[config.mk]
export PLATFORM = sky130hd
export DESIGN_NAME = rif_ctrl
export DESIGN_NICKNAME = d
export VERILOG_FILES = /design/src/rif_pkg.sv /design/src/rif_ctrl.sv
export SDC_FILE = /design/constraint.sdc
export NUM_CORES = 1
export LEC_CHECK = 0
export BUFFER_PORTS_ARGS = -buffer_cell sky130_fd_sc_hd__buf_2
export CAP_MARGIN = 0
export CORE_AREA = 2 2 39 41
export CTS_CLUSTER_SIZE = 40
export DETAILED_ROUTE_END_ITERATION = 7
export DIE_AREA = 0 0 41 43
export PLACE_DENSITY_LB_ADDON = 0.1
export SETUP_SLACK_MARGIN = 0.3
export SLEW_MARGIN = 40
export SYNTH_ARGS = -nofsm -noshare
export SYNTH_HDL_FRONTEND = slang
export SYNTH_SLANG_ARGS = --single-unit
export TNS_END_PERCENT = 10
[constraint.sdc]
create_clock -name clk -period 2 [get_ports clk]
set_clock_uncertainty 0.2 [all_clocks]
set_input_delay 0.3 -clock clk [delete_from_list [all_inputs] [get_ports clk]]
set_output_delay 0.3 -clock clk [all_outputs]
set_load 0.005 [all_outputs]
[src/rif_pkg.sv]
package rif_pkg;

  // Defaults for the top-level parameters.
  localparam int MAX_GRID_DEF      = 16;
  localparam int MAX_DIMENSION_DEF = 4096;
  localparam int PIXEL_BITS_DEF    = 8;

  // Configuration port.
  localparam int CFG_W      = 13;
  localparam int CFG_IDX_W  = 2;
  localparam int DIM_REG_W  = 13;
  localparam int GRID_REG_W = 5;

  localparam logic [CFG_IDX_W-1:0] REG_IMAGE_WIDTH  = 2'd0;
  localparam logic [CFG_IDX_W-1:0] REG_IMAGE_HEIGHT = 2'd1;
  localparam logic [CFG_IDX_W-1:0] REG_GRID_SIZE    = 2'd2;

  localparam int WIDTH_RESET  = 64;
  localparam int HEIGHT_RESET = 64;
  localparam int GRID_RESET   = 8;

  // Result width; the full-scale value is 2**FEAT_W - 1.
  localparam int FEAT_W    = 8;
  localparam int ROTATIONS = 4;
  localparam int ROT_W     = $clog2(ROTATIONS);

  typedef enum logic [3:0] {
    OP_NONE,
    OP_ACCEPT,
    OP_ADV,
    OP_CELL_RD,
    OP_CELL_WR,
    OP_FOLD_RD,
    OP_FOLD_ADD,
    OP_FOLD_ST,
    OP_NORM_INIT,
    OP_NORM_STEP,
    OP_EMIT
  } op_t;

  typedef struct packed {
    logic adv_need;
    logic more_cell;
    logic last_pix;
    logic rot_last;
    logic fold_done;
    logic div_last;
    logic out_free;
    logic norm_last;
  } stat_t;

endpackage

[src/rif_ctrl.sv]
module rif_ctrl (
  input  logic           clk,
  input  logic           rst_n,
  input  logic           in_valid,
  output logic           in_stall,
  input  rif_pkg::stat_t stat,
  output rif_pkg::op_t   op
);

  typedef enum logic [3:0] {
    ST_IDLE,
    ST_ADV,
    ST_CRD,
    ST_CWR,
    ST_FRD,
    ST_FADD,
    ST_FST,
    ST_NRD,
    ST_NINI,
    ST_NDIV,
    ST_NEMIT
  } state_t;

  state_t state_r;
  state_t state_nxt;

  assign in_stall = (state_r != ST_IDLE);

  always_comb begin
    state_nxt = state_r;
    op        = rif_pkg::OP_NONE;
    case (state_r)
      ST_IDLE: begin
        if (in_valid) begin
          op        = rif_pkg::OP_ACCEPT;
          state_nxt = ST_ADV;
        end
      end
      ST_ADV: begin
        op = rif_pkg::OP_ADV;
        if (!stat.adv_need) state_nxt = ST_CRD;
      end
      ST_CRD: begin
        op        = rif_pkg::OP_CELL_RD;
        state_nxt = ST_CWR;
      end
      ST_CWR: begin
        op = rif_pkg::OP_CELL_WR;
        if (stat.more_cell)     state_nxt = ST_CRD;
        else if (stat.last_pix) state_nxt = ST_FRD;
        else                    state_nxt = ST_IDLE;
      end
      ST_FRD: begin
        op        = rif_pkg::OP_FOLD_RD;
        state_nxt = ST_FADD;
      end
      ST_FADD: begin
        op        = rif_pkg::OP_FOLD_ADD;
        state_nxt = stat.rot_last ? ST_FST : ST_FRD;
      end
      ST_FST: begin
        op        = rif_pkg::OP_FOLD_ST;
        state_nxt = stat.fold_done ? ST_NRD : ST_FRD;
      end
      ST_NRD: begin
        state_nxt = ST_NINI;
      end
      ST_NINI: begin
        op        = rif_pkg::OP_NORM_INIT;
        state_nxt = ST_NDIV;
      end
      ST_NDIV: begin
        op = rif_pkg::OP_NORM_STEP;
        if (stat.div_last) state_nxt = ST_NEMIT;
      end
      ST_NEMIT: begin
        if (stat.out_free) begin
          op        = rif_pkg::OP_EMIT;
          state_nxt = stat.norm_last ? ST_IDLE : ST_NRD;
        end
      end
      default: begin
        state_nxt = ST_IDLE;
      end
    endcase
  end

  always_ff @(posedge clk) begin
    if (!rst_n) begin
      state_r <= ST_IDLE;
    end else begin
      state_r <= state_nxt;
    end
  end

endmodule

# Yosys cells after proc, flatten, opt, wreduce, memory -nomap -nowiden
# Index checks and enable logic that the tools add are counted.
# W data, S select, Z words.
dict set report word_totals {
  latchBits 0
  rom_bits 0
  output_inout_bits 5
  elab_cells 31
  mem_bits_rw 0
  mem_count 0
  input_bits 11
  ff_bits 4
}
dict set report classes {
  div 0
  magnitude_cmp 0
  n_mul 0
  n_addsub 0
  reduce_logical 3
  muxes 13
  n_eq_ne 14
  shifts 0
  n_bitwise 0
}
# op n
set ops {}
lappend ops {{$pmux W4 S11} 1}
lappend ops {{$pmux W4 S10} 1}
lappend ops {{$mux W4} 5}
lappend ops {{$eq A4 B3 Y1 const B} 4}
lappend ops {{$eq A4 B4 Y1 const B} 3}
lappend ops {{$mux W3} 3}
lappend ops {{$eq A4 B2 Y1 const B} 2}
lappend ops {{$ne A2 B2 Y1 const B} 4}
lappend ops {{$eq A4 B1 Y1 const B} 1}
lappend ops {{$logic_not A4 Y1} 1}
lappend ops {{$mux W2} 2}
lappend ops {{$reduce_and A4 Y1} 1}
lappend ops {{$reduce_bool A4 Y1} 1}
lappend ops {{$mux W1} 1}

# Depth between registers and ports, before layout
dict set report logic_depth {
  depth_word 3
  mapped_depth 6
}

# Worst setup path after synthesis
# Ideal clock, no wire load.
dict set report synth_path {
  path_kind {reg2reg}
  startpoint {reg state_r[3]}
  endpoint {reg state_r[1]}
  arrival_ns 1.281
  stages_incl_launch_ff 6
  n_path_buf 0
  setup_slack_ns 0.405
  synth_period_minus_slack_ns 1.595
  cell_sequence {dfxtp_1 -> or3_1 -> a211oi_2 -> a311oi_2 -> o31a_1 -> o21a_1}
}
dict set report synth_between {
  elab_chain_len 3
  word_cells_on_any_way 17
}
# element line
set synth_rtl {}
lappend synth_rtl {{start, declared} rif_ctrl.sv:24} ;# state_t state_r;
lappend synth_rtl {{start signal, assigned} rif_ctrl.sv:92} ;# state_r <= state_nxt;
lappend synth_rtl {{$eq A4 B1 Y1 (tied with other cells)} rif_ctrl.sv:32} ;# case (state_r)
lappend synth_rtl {{$ne A2 B2 Y1 (no line)} n/a}
lappend synth_rtl {{$reduce_and A4 Y1 (no line)} n/a}
# Several ways; a longest one is shown, not always the timed one.
# A chain may end at the register's enable or synchronous reset.

# Worst setup path after layout
# Ends and elaborated chain as after synthesis.

==> impl_metrics.csv <==
group,metric,value,unit
outcome,outcome,"completed",
clocking,cts_buffers,3,
timing,rsz0062_at_grt,"true",
worst_setup_path,crit_chain,"or3_4 -> a211oi_2 -> a311oi_2 -> o31a_1 -> o21a_1",
worst_setup_path,r2r_slack,350,ps
clocking,htree_levels,1,
drt,finalWirelength,1110,um
yosys,synth_top_area_share,18.23,%
worst_setup_path,path_class,"reg2reg",
drt,via_count,487,
yosys,synth_nets,69,
layout,regMostFlops,"state_r",
drt,drc,0,
layout,final_util,44.21,%
worst_setup_path,critPathTopFamily,"compound AO/OA/AOI/OAI gates",
clocking,clk_pin_slew,30,ps
layout,layout_common_cells,"15 x buf_2, 6 x nand2_1, 4 x dfxtp_4",
worst_setup_path,ff2ff_path_depth,5,
worst_setup_path,reg2reg_to,"state_r[1]",
layout,drive_gt1_share,46.15,%
layout,final_nets,91,
layout,n_antenna_cell,0,
drt,drtIter0Drc,5,
layout,largest_reg_flops,4,
power,power_density,551.6,nW/um2
floorplanning,placementRows,14,
yosys,yosysTopAreaCell,"dfxtp_1",
worst_setup_path,max_stage_delay,370,ps
drt,ant_nets,0,
yosys,ys_top_cells_by_area,"dfxtp_1 18%, buf_6 5.1%, nand2_1 5.1%",
timing,max_slew_margin,75.30,%
floorplanning,die_w,41,um
yosys,synth_warnings,0,
clocking,holdBufCountCts,0,
drt,wire_per_inst,11.81,um
worst_hold_path,hold_path_class,"in2reg",
floorplanning,die-area,1763,um2
yosys,avgSynthCellArea,7.572,um2
global_routing,grt_pass1_wl,1690,um
floorplanning,fp.dieH,43,um
yosys,ys_seq_area_share,18.23,%
timing,worstMarginPinSlew,361.1,ps
worst_setup_path,reg2reg_from,"state_r[3]",
floorplanning,initial_core_util,31.74,%
floorplanning,core-area,1384,um2
layout,largestRegisters,"state_r: 4 flops",
worst_setup_path,critical_path.max_fanout,12,
global_routing,grt_max_degree,14,
clocking,insertion_delay,230,ps
timing,drv_slew,0,
drt,drt_first_pass_iters,4,
yosys,ys_seq_elements,4,
placed_design,placed_area,536.8,um2
global_routing,antenna_found_initial,0,
worst_setup_path,critPathRequiredTime,1920,ps
global_routing,overflow,0,
worst_setup_path,cp-start-kind,"flop",
placed_design,dp.cells,90,
power,leakage,0.2571,nW
timing,hold_violations,0,
worst_setup_path,critical_path_arrival,1570,ps
drt,vias_per_cell,5.181,
global_routing,grt_pass1_vias,430,
run,cap_violations,0,
clocking,cts_max_path_buffers,2,
layout,areaGrowthSynthToFinish,39.32,%
placed_design,place_congestion,0.7788,
yosys,synth_cell_types,36,
worst_setup_path,cp_slowest_cell,"dfxtp_4",
layout,final_common_cell,"buf_2",
timing,max_freq,604.8,MHz
worst_setup_path,startpoint,"state_r[3]",
floorplanning,ios,16,
timing,setup_violations,0,
layout,design_area,611.8,um2
worst_hold_path,worstHoldPathCells,2,
timing,tns,0,ps
worst_hold_path,hold_start,"rst_n",
clocking,cts_sinks,4,
worst_setup_path,critPathCaptureType,"flop",
global_routing,globalRouteTotalUtil,14.06,%
worst_hold_path,holdPathEnd,"state_r[1]",
power,vdd_ir_drop_max,0.0002999,V
clocking,root_buffer,"clkbuf_4",
placed_design,portBuffers,15,
clocking,cts_tree,"yes",
yosys,synth.cell_area,439.2,um2
layout,final_cells,94,
timing,period_share,82.67,%
timing,fin_crit,1653,ps
worst_setup_path,cp_num_buf_inv,0,
placed_design,post-dp-hpwl,880.2,um
yosys,netlist_instances,58,
## per-stage QoR
step                      setup WS, ps  power (mW)  hold WS [ps]
after floorplan                  404.7      0.1992         217.7
after global placement           276.5      0.2346         340.6
after detailed placement         226.2      0.2345         343.7
after CTS                        246.8      0.3397         99.64
after global routing             292.2      0.3666         111.6
final                            346.7      0.3375         108.4
## repair_timing
item / CTS / global route
pin swaps: 0 / 1
buffers inserted: 0 / 1
resized for setup: 4 / 8
setup endpoints to repair: 7 / 6
## how the worst max path moves through the flow
stage | endpoint | slack [ps] | cells after the start
4_1_cts | op[1] | 250 | 4
3_5_place_dp | state_r[1] | 230 | 4
6_report | state_r[1] | 350 | 5
2_1_floorplan | state_r[1] | 400 | 5
3_3_place_gp | state_r[1] | 280 | 4
5_1_grt | state_r[1] | 290 | 5
## where the power goes
group / switching, mW / internal (mW)
clock: 0.0285 / 0.0668
combinational: 0.0621 / 0.0740
sequential: 0.0184 / 0.0877
total: 0.109 / 0.229
## routing by layer
metal | vias up | routed length (um) | global-route usage, %
met2 | 10 | 537 | 21.25
met1 | 221 | 520 | 17.36
met4 | 0 | 0 | 8.000
met5 | - | 0 | 0
met3 | 0 | 52 | 3.141
li1 | 256 | - | -
## cell type report
type                       instances  area (um2)
clock buffer                       3       22.52
multi-input combinational         46       319.1
tap                               16       20.02
inverter                           4       15.01
sequential                         4       95.09
timing repair buffer              21       140.1
fill                             154       772.0
## cells by family (layout without fill, tap and decap cells)
family / Yosys count / in the layout / share of synthesized area (%)
simple gates: 25 / 25 / 31.34
buf+inv: 8 / 28 / 11.39
flops: 4 / 4 / 18.23
compound gates: 20 / 20 / 37.04
xor+xnor: 1 / 1 / 1.995
## cells in the mapped netlist (all sizes together)
library cell and instances:
a311oi 1, a22oi 1, and2b 2, a211oi 1
inv 4, o32ai 1, xnor2 1, nand3 1
nor2 5, or3 1, nand3b 2, buf 4
a21boi 1, a32o 1, nand2 6, and3 1
nor3 2, dfxtp 4, nand2b 3, nor2b 2
o2bb2ai 1, o21ai 3, o31a 1, a221oi 1
a21oi 2, a2111oi 1, o21a 2, a32oi 2
o31ai 1
Note: power is estimated with default switching activity, not from simulation.
